## config.mk

```make
export PLATFORM = sky130hd
export DESIGN_NAME = pabb_mix
export DESIGN_NICKNAME = d
export VERILOG_FILES = /design/src/hw/rtl/palette_alpha_blend_blitter_assert.svh /design/src/hw/rtl/pabb_pkg.sv /design/src/hw/rtl/pabb_mix.sv
export SDC_FILE = /design/constraint.sdc
export NUM_CORES = 1
export LEC_CHECK = 0
export BUFFER_PORTS_ARGS = -buffer_cell sky130_fd_sc_hd__buf_2
export CAP_MARGIN = 20
export CORE_MARGIN = 4
export CORE_UTILIZATION = 40
export DETAILED_ROUTE_END_ITERATION = 8
export PLACE_DENSITY_LB_ADDON = 0.15
export SYNTH_ARGS = -nofsm -noshare
export SYNTH_HDL_FRONTEND = slang
export SYNTH_SLANG_ARGS = --single-unit
```

## constraint.sdc

```tcl
create_clock -name clock -period 10.1 [get_ports clock]
set_clock_uncertainty 0.05 [all_clocks]
set_input_delay 1.515 -clock clock [delete_from_list [all_inputs] [get_ports clock]]
set_output_delay 1.515 -clock clock [all_outputs]
set_load 0.005 [all_outputs]
```

## src/hw/rtl/palette_alpha_blend_blitter_assert.svh

```systemverilog
// Assertion macros used by the blitter RTL.
`ifndef PALETTE_ALPHA_BLEND_BLITTER_ASSERT_SVH
`define PALETTE_ALPHA_BLEND_BLITTER_ASSERT_SVH

// A condition that must hold in the same cycle as its trigger.
`define PABB_ASSERT_IMPLIES(label, clk, rst, ante, cons) \
   label: assert property (@(posedge clk) disable iff (rst) (ante) |-> (cons)) \
      else $error("blitter check failed: same-cycle implication");

// A condition that must hold in the cycle after its trigger.
`define PABB_ASSERT_NEXT(label, clk, rst, ante, cons) \
   label: assert property (@(posedge clk) disable iff (rst) (ante) |=> (cons)) \
      else $error("blitter check failed: next-cycle implication");

`endif

```

## src/hw/rtl/pabb_pkg.sv

```systemverilog
// Shared constants, types and pixel helper functions for the blitter.
package pabb_pkg;

   // Default screen geometry.
   localparam int unsigned DEFAULT_SCREEN_COLUMNS = 240;
   localparam int unsigned DEFAULT_SCREEN_ROWS    = 320;

   localparam int unsigned PALETTE_DEPTH = 256;
   localparam int unsigned CSR_ADDR_W    = 3;

   // Command codes carried in the request tuser field.
   localparam logic [2:0] CMD_LOAD   = 3'd0;
   localparam logic [2:0] CMD_BLEND  = 3'd1;
   localparam logic [2:0] CMD_GLYPH  = 3'd2;
   localparam logic [2:0] CMD_DIRECT = 3'd3;
   localparam logic [2:0] CMD_READ   = 3'd4;

   // Source depth codes.
   localparam logic [1:0] DEPTH_1BPP = 2'd0;
   localparam logic [1:0] DEPTH_2BPP = 2'd1;
   localparam logic [1:0] DEPTH_4BPP = 2'd2;
   localparam logic [1:0] DEPTH_8BPP = 2'd3;

   // Register index of depth_code (bit 2 of the byte address).
   localparam logic CSR_DEPTH_INDEX = 1'b0;

   // Green in the upper half, red and blue in the lower half.
   localparam logic [31:0] SPLIT_MASK = 32'h07E0_F81F;

   // Operands handed to the blend unit.
   typedef struct packed {
      logic [15:0] fore;
      logic [15:0] back;
      logic [7:0]  alpha;
   } mix_operands_type;

   // Exchange the two bytes of a pixel.
   function automatic logic [15:0] swap16(input logic [15:0] c);
      return {c[7:0], c[15:8]};
   endfunction

   // Spread an RGB565 pixel into the split form.
   function automatic logic [31:0] split565(input logic [15:0] c);
      return {c, c} & SPLIT_MASK;
   endfunction

   // Convert a BGRA palette word into RGB565 with alpha above it.
   function automatic logic [23:0] pack_palette(input logic [31:0] pw);
      return {pw[31:24], pw[23:19], pw[15:10], pw[7:3]};
   endfunction

   // Select the palette index from the packed source byte, first pixel in the MSBs.
   function automatic logic [7:0] pick_index(input logic [1:0] depth,
                                             input logic [7:0] sbyte,
                                             input logic [2:0] sub);
      logic [2:0] shift;
      logic [7:0] shifted;
      logic [7:0] idx;
      shift   = 3'd6 - {sub[1:0], 1'b0};
      shifted = sbyte >> shift;
      unique case (depth)
         DEPTH_1BPP: idx = {7'b0, sbyte[3'd7 - sub]};
         DEPTH_2BPP: idx = {6'b0, shifted[1:0]};
         DEPTH_4BPP: idx = sub[0] ? {4'b0, sbyte[3:0]} : {4'b0, sbyte[7:4]};
         default:    idx = sbyte;
      endcase
      return idx;
   endfunction

endpackage

```

## src/hw/rtl/pabb_mix.sv

```systemverilog
// Alpha blend unit: registered split-form product, then rescale and fold.
module pabb_mix
   import pabb_pkg::*;
(
   input  logic             clock,
   input  logic             load,
   input  mix_operands_type operands,
   output logic [15:0]      mixed
);

   logic [8:0]  alpha_sum;
   logic [5:0]  weight;
   logic [31:0] fore_split;
   logic [31:0] back_split;
   logic [31:0] prod_in;
   logic [31:0] prod_ff;
   logic [31:0] back_ff;
   logic [31:0] sum;
   logic [31:0] folded;

   // Round the 8-bit alpha down to a weight of 0 to 32.
   assign alpha_sum = {1'b0, operands.alpha} + 9'd4;
   assign weight    = alpha_sum[8:3];

   // Difference times weight, wrapping at 32 bits.
   assign fore_split = split565(operands.fore);
   assign back_split = split565(operands.back);
   assign prod_in    = (fore_split - back_split) * {26'b0, weight};

   always_ff @(posedge clock) begin
      if (load) begin
         prod_ff <= prod_in;
         back_ff <= back_split;
      end
   end

   // Scale back, add the background and fold the halves together.
   assign sum    = {5'b0, prod_ff[31:5]} + back_ff;
   assign folded = sum & SPLIT_MASK;
   assign mixed  = folded[31:16] | folded[15:0];

endmodule

```

==> results.json, run 1 <==
{
  "register_area_mm2": 0.00129,
  "detailedPlace.worstSlack_ns": 1.67,
  "irDropWorstVdd_mv": 0.127,
  "worstSetupEndpoint": "prod_ff[31]$_DFFE_PP_",
  "largest_net_degree_at_the_start_of_global_routing": 44,
  "final_antenna_net_count": 0,
  "via_per_inst": 4.90,
  "grt_total_usage_pct": 16.1,
  "count_of_unresolved_drc_violations_after_routing": 0,
  "design.final.nets": 1122,
  "leakage_dissipation_nw": 4.02,
  "synth.ff_latch_count": 43,
  "route.vias.total": 5589,
  "rsz_0062_raised_after_global_routing": "false",
  "layout_worst_path_cycle_share_pct": 80.5,
  "fin_ws_ns": 1.97,
  "power-per-cell-area_mw_per_mm2": 290,
  "dominantRegCellSynth": "sky130_fd_sc_hd__edfxtp_1",
  "post_detail_place_hpwl_um": 13800,
  "cts_max_level": 2,
  "chipWidth_um": 146,
  "netlist_area_mm2": 0.00759,
  "cts_tree": "built",
  "floorplan.die.height_um": 146,
  "final.min_clock_period_ns": 8.13,
  "finalSetupTns_ns": 0,
  "post-cts-setup-buffers": 0,
  "min-delay-path-class": "input pin to register",
  "fp.dieArea_mm2": 0.0213,
  "fp-row-count": 50,
  "synthesis.yosys.warnings": 0,
  "synth_enable_flop_cells": 43,
  "synth-async-reset-ratio_pct": 0,
  "syn_nets": 1065,
  "outcome": "complete, no violations",
  "crit_path_max_fanout": 6,
  "slew_violations": 0,
  "drt_iter0_drc": 225,
  "global_route_congestion_overflow_total": 0,
  "place_congestion": 0.827,
  "max_cap_violations": 0,
  "setup.worst_path.class": "input pin to register",
  "first_global_vias": 5648,
  "start_point_of_the_critical_path": "operands[24]",
  "setup.worst_path.start_class": "input pin",
  "max_freq_mhz": 123,
  "yosys_cell_types": 61,
  "floorplan.core_area_mm2": 0.0187,
  "drt-wirelength-per-cell_um": 14.5,
  "synth_top_cell_area_share_pct": 29.0,
  "pin_count": 58,
  "cp_data_arrival_time_ns": 8.12,
  "clock_tree.root_cell": "sky130_fd_sc_hd__clkbuf_16",
  "total_area_of_multi_input_combinational_cells_mm2": 0.00560,
  "firstDrtPassIters": 4,
  "path_clk_slew_ns": 0.06,
  "antenna_found_initial": 0,
  "max_slew.worst_pin.slew_ns": 1.00,
  "post_synth.cell_area_avg_um2": 8.94,
  "finalHoldViolCount": 0,
  "num-fill-cells": 1895,
  "netlist_top_cells_area": "sky130_fd_sc_hd__fa_1, sky130_fd_sc_hd__edfxtp_1, sky130_fd_sc_hd__ha_1",
  "cts-buffers-inserted": 5,
  "clkSinkCount": 43,
  "synthToLayoutAreaGrowth_pct": 9.94,
  "layout-drive-gt1-share_pct": 10.6,
  "grt_first_pass_wirelength_um": 27800,
  "seq_total_area_yosys_pct": 17.0,
  "synth_largest_area_cell": "sky130_fd_sc_hd__fa_1",
  "port-buffer-count": 55,
  "cts_resized": 0,
  "synthesis.instances": 849,
  "ctsLongestPathBuffers": 2,
  "end_kind": "register",
  "slew_headroom_pct": 32.7,
  "cp_data_required_time_ns": 10.09,
  "initial_core_util_pct": 40.6,
  "drt_wl_total_um": 16500,
  "timing.final.setup_violations": 0,
  "holdBufCountCts": 0,
  "diodes": 0
}
==> metal layers <==
| layer | vias up | wire, um | GRT usage (%) |
|---|---|---|---|
| li1 | 2814 | - | - |
| met1 | 2688 | 8210 | 23.5 |
| met2 | 79 | 7530 | 25.8 |
| met3 | 8 | 595 | 2.02 |
| met4 | 0 | 156 | 3.66 |
| met5 | - | 0 | 0 |
==> kinds of logic after synthesis <==
kind of cell    synth area share, %
compound gates                 11.4
xor+xnor                       6.39
fa+ha+maj                      39.5
buf+inv                        9.41
flops                          17.0
simple gates                   16.2
==> cell usage after synthesis (2+ instances only) <==
master / count
sky130_fd_sc_hd__a21o_1: 13
sky130_fd_sc_hd__nand3_1: 11
sky130_fd_sc_hd__and3_1: 5
sky130_fd_sc_hd__fa_1: 110
sky130_fd_sc_hd__nor4_1: 2
sky130_fd_sc_hd__a211oi_1: 3
sky130_fd_sc_hd__xnor2_1: 35
sky130_fd_sc_hd__and2_1: 16
sky130_fd_sc_hd__edfxtp_1: 43
sky130_fd_sc_hd__inv_1: 177
sky130_fd_sc_hd__a2111oi_0: 2
sky130_fd_sc_hd__a21boi_1: 2
sky130_fd_sc_hd__a21oi_1: 29
sky130_fd_sc_hd__nor3_1: 15
sky130_fd_sc_hd__o31ai_1: 4
sky130_fd_sc_hd__or3_1: 3
sky130_fd_sc_hd__a41oi_1: 2
sky130_fd_sc_hd__o31ai_2: 2
sky130_fd_sc_hd__o21ai_0: 22
sky130_fd_sc_hd__nand2b_1: 14
sky130_fd_sc_hd__a31oi_1: 3
sky130_fd_sc_hd__ha_1: 64
sky130_fd_sc_hd__nor3b_1: 2
sky130_fd_sc_hd__nor2_1: 127
sky130_fd_sc_hd__or2_2: 7
sky130_fd_sc_hd__o211ai_1: 2
sky130_fd_sc_hd__clkbuf_1: 12
sky130_fd_sc_hd__a21boi_0: 5
sky130_fd_sc_hd__nor2b_1: 8
sky130_fd_sc_hd__xor2_1: 16
sky130_fd_sc_hd__nand2_1: 55
sky130_fd_sc_hd__o21a_1: 9
==> placed cells by master (no fill, tap or decap), types with 8 or more instances in the layout <==
master / n
sky130_fd_sc_hd__nand2b_1: 14
sky130_fd_sc_hd__a21oi_1: 29
sky130_fd_sc_hd__and2_1: 16
sky130_fd_sc_hd__ha_1: 64
sky130_fd_sc_hd__xnor2_1: 34
sky130_fd_sc_hd__xor2_1: 16
sky130_fd_sc_hd__a21o_1: 13
sky130_fd_sc_hd__o21ai_0: 22
sky130_fd_sc_hd__nor2_1: 127
sky130_fd_sc_hd__nand3_1: 11
sky130_fd_sc_hd__buf_2: 55
sky130_fd_sc_hd__fa_1: 110
sky130_fd_sc_hd__nand2_1: 55
sky130_fd_sc_hd__o21a_1: 9
sky130_fd_sc_hd__inv_1: 177
sky130_fd_sc_hd__nor2b_1: 8
sky130_fd_sc_hd__buf_4: 8
sky130_fd_sc_hd__edfxtp_1: 43
sky130_fd_sc_hd__nor3_1: 15
==> how the worst min path moves through the flow <==
stage	startpoint	slack, ns	depth (start not counted)	end
6_report	operands[16]	1.35	1	back_ff[24]$_DFFE_PP_
5_1_grt	operands[16]	1.34	1	back_ff[24]$_DFFE_PP_
4_1_cts	operands[18]	1.34	1	back_ff[26]$_DFFE_PP_
3_5_place_dp	operands[18]	1.66	1	back_ff[26]$_DFFE_PP_
3_3_place_gp	operands[18]	1.66	1	back_ff[26]$_DFFE_PP_
2_1_floorplan	operands[8]	1.56	0	back_ff[0]$_DFFE_PP_
==> registers in the layout, summed over array words and instances, names as in the netlist <==
signal   flops
back_ff     16
prod_ff     27
==> worst max-delay path, stage by stage <==
cell and delay, ns:
sky130_fd_sc_hd__buf_2 0.10, sky130_fd_sc_hd__inv_1 0.08, sky130_fd_sc_hd__ha_1 0.14, sky130_fd_sc_hd__inv_1 0.05, sky130_fd_sc_hd__fa_1 0.42, sky130_fd_sc_hd__a21o_1 0.22, sky130_fd_sc_hd__a21oi_1 0.25, sky130_fd_sc_hd__o21ai_0 0.28
sky130_fd_sc_hd__a21oi_1 0.37, sky130_fd_sc_hd__o21ai_0 0.13, sky130_fd_sc_hd__a21oi_1 0.18, sky130_fd_sc_hd__xor2_1 0.45, sky130_fd_sc_hd__nand2b_1 0.20, sky130_fd_sc_hd__fa_1 0.44, sky130_fd_sc_hd__fa_1 0.49, sky130_fd_sc_hd__fa_1 0.55
sky130_fd_sc_hd__inv_1 0.04, sky130_fd_sc_hd__ha_1 0.24, sky130_fd_sc_hd__nor4_1 0.24, sky130_fd_sc_hd__o21ai_0 0.13, sky130_fd_sc_hd__o2111a_1 0.18, sky130_fd_sc_hd__a211oi_2 0.50, sky130_fd_sc_hd__a211oi_4 0.16, sky130_fd_sc_hd__nor2_4 0.21
sky130_fd_sc_hd__o311ai_4 0.15, sky130_fd_sc_hd__a41oi_1 0.29, sky130_fd_sc_hd__xor2_1 0.10
==> per-stage QoR <==
stage               utilization (%)  total power, mW  cells  cell area (um^2)  hold slack, ns
floorplan                         -             1.83    849              7590            1.56
CTS                            44.6             2.46   1141              8350            1.34
global placement               43.7             2.25   1133              8180            1.66
finish                         44.6             2.42   1141              8350            1.35
global route                   44.6             2.73   1141              8350            1.34
detailed placement             43.7             2.25   1133              8180            1.66
==> final cells by class <==
type,count,area share [%]
multi-input combinational,616,67.0
clock inverter,3,0.525
tap,234,3.51
inverter,177,7.96
timing repair buffer,63,4.02
sequential,43,15.5
clock buffer,5,1.50
==> report_power, final <==
part,switching [mW],internal [mW]
sequential,0.0203,0.355
clock,0.0714,0.117
combinational,1.04,0.815
(Power assumes the default switching activity.)
==> run 2, diff against run 1 <==
ABC_AREA = 1   (was unset)
clock period = 6.6 ns   (was 10.1 ns; I/O delays follow)
==> results.json, run 2 <==
{
  "layout-drive-gt1-share_pct": 11.3,
  "slew_violations": 0,
  "yosys.cell_count.top_type": "sky130_fd_sc_hd__inv_1",
  "power-per-cell-area_mw_per_mm2": 519,
  "yosys_cell_types": 43,
  "cts_resized": 0,
  "antenna_found_initial": 0,
  "ys_top_cells_by_count": "sky130_fd_sc_hd__inv_1, sky130_fd_sc_hd__nand2_1, sky130_fd_sc_hd__nor2_1",
  "holdPathStages": 1,
  "place_congestion": 0.877,
  "final_antenna_net_count": 0,
  "netlist_top_cells_area": "sky130_fd_sc_hd__fa_1, sky130_fd_sc_hd__edfxtp_1, sky130_fd_sc_hd__inv_1",
  "first_global_vias": 6677,
  "floorplan.core_area_mm2": 0.0202,
  "post_synth.cell_area_avg_um2": 7.79,
  "placedInstanceArea_mm2": 0.00903,
  "post_detail_place_hpwl_um": 17700,
  "max_cap_violations": 0,
  "worst_path_max_delay_cell": "sky130_fd_sc_hd__fa_1",
  "setup.worst_path.class": "input pin to register",
  "final.min_clock_period_ns": 6.20,
  "min-delay-path-class": "input pin to register",
  "reg_top3": "prod_ff (27), back_ff (16)",
  "clock_tree.root_cell": "sky130_fd_sc_hd__clkbuf_16",
  "cp_slowest_stage_delay_ns": 0.53,
  "irDropWorstVdd_mv": 0.220,
  "drt_wl_total_um": 20400,
  "outcome": "complete, no violations",
  "min_delay_worst_endpoint": "back_ff[23]$_DFFE_PP_",
  "synth.ff_latch_count": 43,
  "min-delay-start": "operands[15]",
  "design.final.nets": 1354,
  "cts_max_level": 2,
  "synth-async-reset-ratio_pct": 0,
  "share_of_synthesized_cell_area_in_and_or_nand_and_nor_gates_pct": 20.4,
  "top_reg_by_flops": "prod_ff",
  "most_numerous_cell_on_the_critical_path": "sky130_fd_sc_hd__inv_1",
  "drt_iter0_drc": 306,
  "setup.worst_path.start_class": "input pin",
  "synthMuxAreaShare_pct": 0,
  "main_combinational_cell_family_by_area_after_synthesis": "adder cells",
  "count_of_unresolved_drc_violations_after_routing": 0,
  "port-buffer-count": 55,
  "synth-xor-area-share_pct": 5.89,
  "cp_data_required_time_ns": 6.58,
  "initial_core_util_pct": 40.5,
  "cts-buffers-inserted": 5,
  "dominantRegCellSynth": "sky130_fd_sc_hd__edfxtp_1",
  "fp-row-count": 52,
  "compound_gate_portion_of_the_synthesized_area_pct": 9.14,
  "ctsLongestPathBuffers": 2,
  "firstDrtPassIters": 6,
  "finalHoldViolCount": 0,
  "netlist_area_mm2": 0.00818,
  "synth_largest_area_cell": "sky130_fd_sc_hd__fa_1",
  "stdcell_area_mm2": 0.00925,
  "end_kind": "register",
  "cp_data_arrival_time_ns": 6.18,
  "path_clk_slew_ns": 0.06,
  "synth-adder-area-share_pct": 36.7,
  "floorplan.die.height_um": 151,
  "largest_register_ffs": 27,
  "leakage_dissipation_nw": 4.74,
  "holdBufCountCts": 0,
  "timing.final.setup_violations": 0,
  "layout_commonest_cell": "sky130_fd_sc_hd__inv_1",
  "cts_tree": "built",
  "post-cts-setup-buffers": 0,
  "rsz_0062_raised_after_global_routing": "false",
  "synthesis.yosys.warnings": 0,
  "grt_first_pass_wirelength_um": 33500,
  "max_slew.worst_pin.slew_ns": 0.915,
  "grt_total_usage_pct": 18.6,
  "slew_headroom_pct": 39.0,
  "chipWidth_um": 151,
  "synth_top_cell_area_share_pct": 26.9,
  "pin_count": 58,
  "drt-wirelength-per-cell_um": 14.5,
  "global_route_congestion_overflow_total": 0,
  "synthesis.instances": 1050,
  "route.vias.total": 6745,
  "diodes": 0,
  "syn_nets": 1266,
  "via_per_inst": 4.79,
  "max_freq_mhz": 161,
  "fp.dieArea_mm2": 0.0228,
  "fin_util_pct": 45.8,
  "clkSinkCount": 43,
  "largest_net_degree_at_the_start_of_global_routing": 44,
  "seq_total_area_yosys_pct": 15.8,
  "synthToLayoutAreaGrowth_pct": 13.1,
  "layout_worst_path_cycle_share_pct": 94.0,
  "synth_enable_flop_cells": 43,
  "commonest_cells_after_routing_fill_and_taps_aside": "sky130_fd_sc_hd__inv_1, sky130_fd_sc_hd__nand2_1, sky130_fd_sc_hd__nor2_1",
  "crit_path_max_fanout": 6
}
## run 2: metal layers
metal,vias to the layer above,global-route usage [%],routed length (um)
met3,10,1.14,628
met5,-,0,0
met2,133,30.3,9180
met4,0,3.26,193
li1,3440,-,-
met1,3162,27.6,10400
## run 2: kinds of logic (layout without fill, tap and decap cells)
family | Yosys count | count (layout)
buf+inv | 262 | 351
xor+xnor | 55 | 55
fa+ha+maj | 174 | 174
flops | 43 | 43
simple gates | 397 | 397
compound gates | 119 | 119
## run 2: layout make-up
cell class / instances / area [um^2]
clock inverter: 2 / 60.1
fill: 2112 / 10900
timing repair buffer: 94 / 568
clock buffer: 6 / 129
tap: 270 / 338
multi-input combinational: 745 / 5920
sequential: 43 / 1290
inverter: 249 / 935
## run 2: worst max path at each step
stage                             from                    end  slack [ns]
final                     operands[24]  prod_ff[26]$_DFFE_PP_        0.40
after global routing      operands[24]  prod_ff[31]$_DFFE_PP_        0.02
after CTS                 operands[24]  prod_ff[28]$_DFFE_PP_        0.27
after detailed placement  operands[24]  prod_ff[28]$_DFFE_PP_      -0.004
after global placement    operands[24]  prod_ff[26]$_DFFE_PP_       0.006
after floorplan           operands[24]  prod_ff[31]$_DFFE_PP_        0.64
## run 2: critical path, delay by kind of cell
kind / cells / cell delay [ns]
buffers and inverters: 9 / 0.74
XOR/XNOR: 1 / 0.18
AND/OR/NAND/NOR: 6 / 0.43
AO/OA/AOI/OAI: 7 / 1.25
adder cells (fa/ha/maj): 7 / 2.60
## run 2: per-stage QoR
step	power [mW]	hold WS, ns	setup slack [ns]	TNS [ns]	instances
floorplan	3.28	1.04	0.644	0	1050
global placement	4.45	1.13	0.00607	0	1401
detailed placement	4.47	1.14	-0.00387	-0.00387	1401
CTS	4.81	0.844	0.274	0	1409
global route	5.38	0.846	0.0156	0	1409
finish	4.80	0.851	0.398	0	1409
## run 2: power by group
part	internal, mW	leakage (nW)	total, mW	switching (mW)
registers	0.558	0.421	0.605	0.0463
clock network	0.217	0.0911	0.308	0.0910
logic	1.59	4.23	3.89	2.30
total	2.36	4.74	4.80	2.44
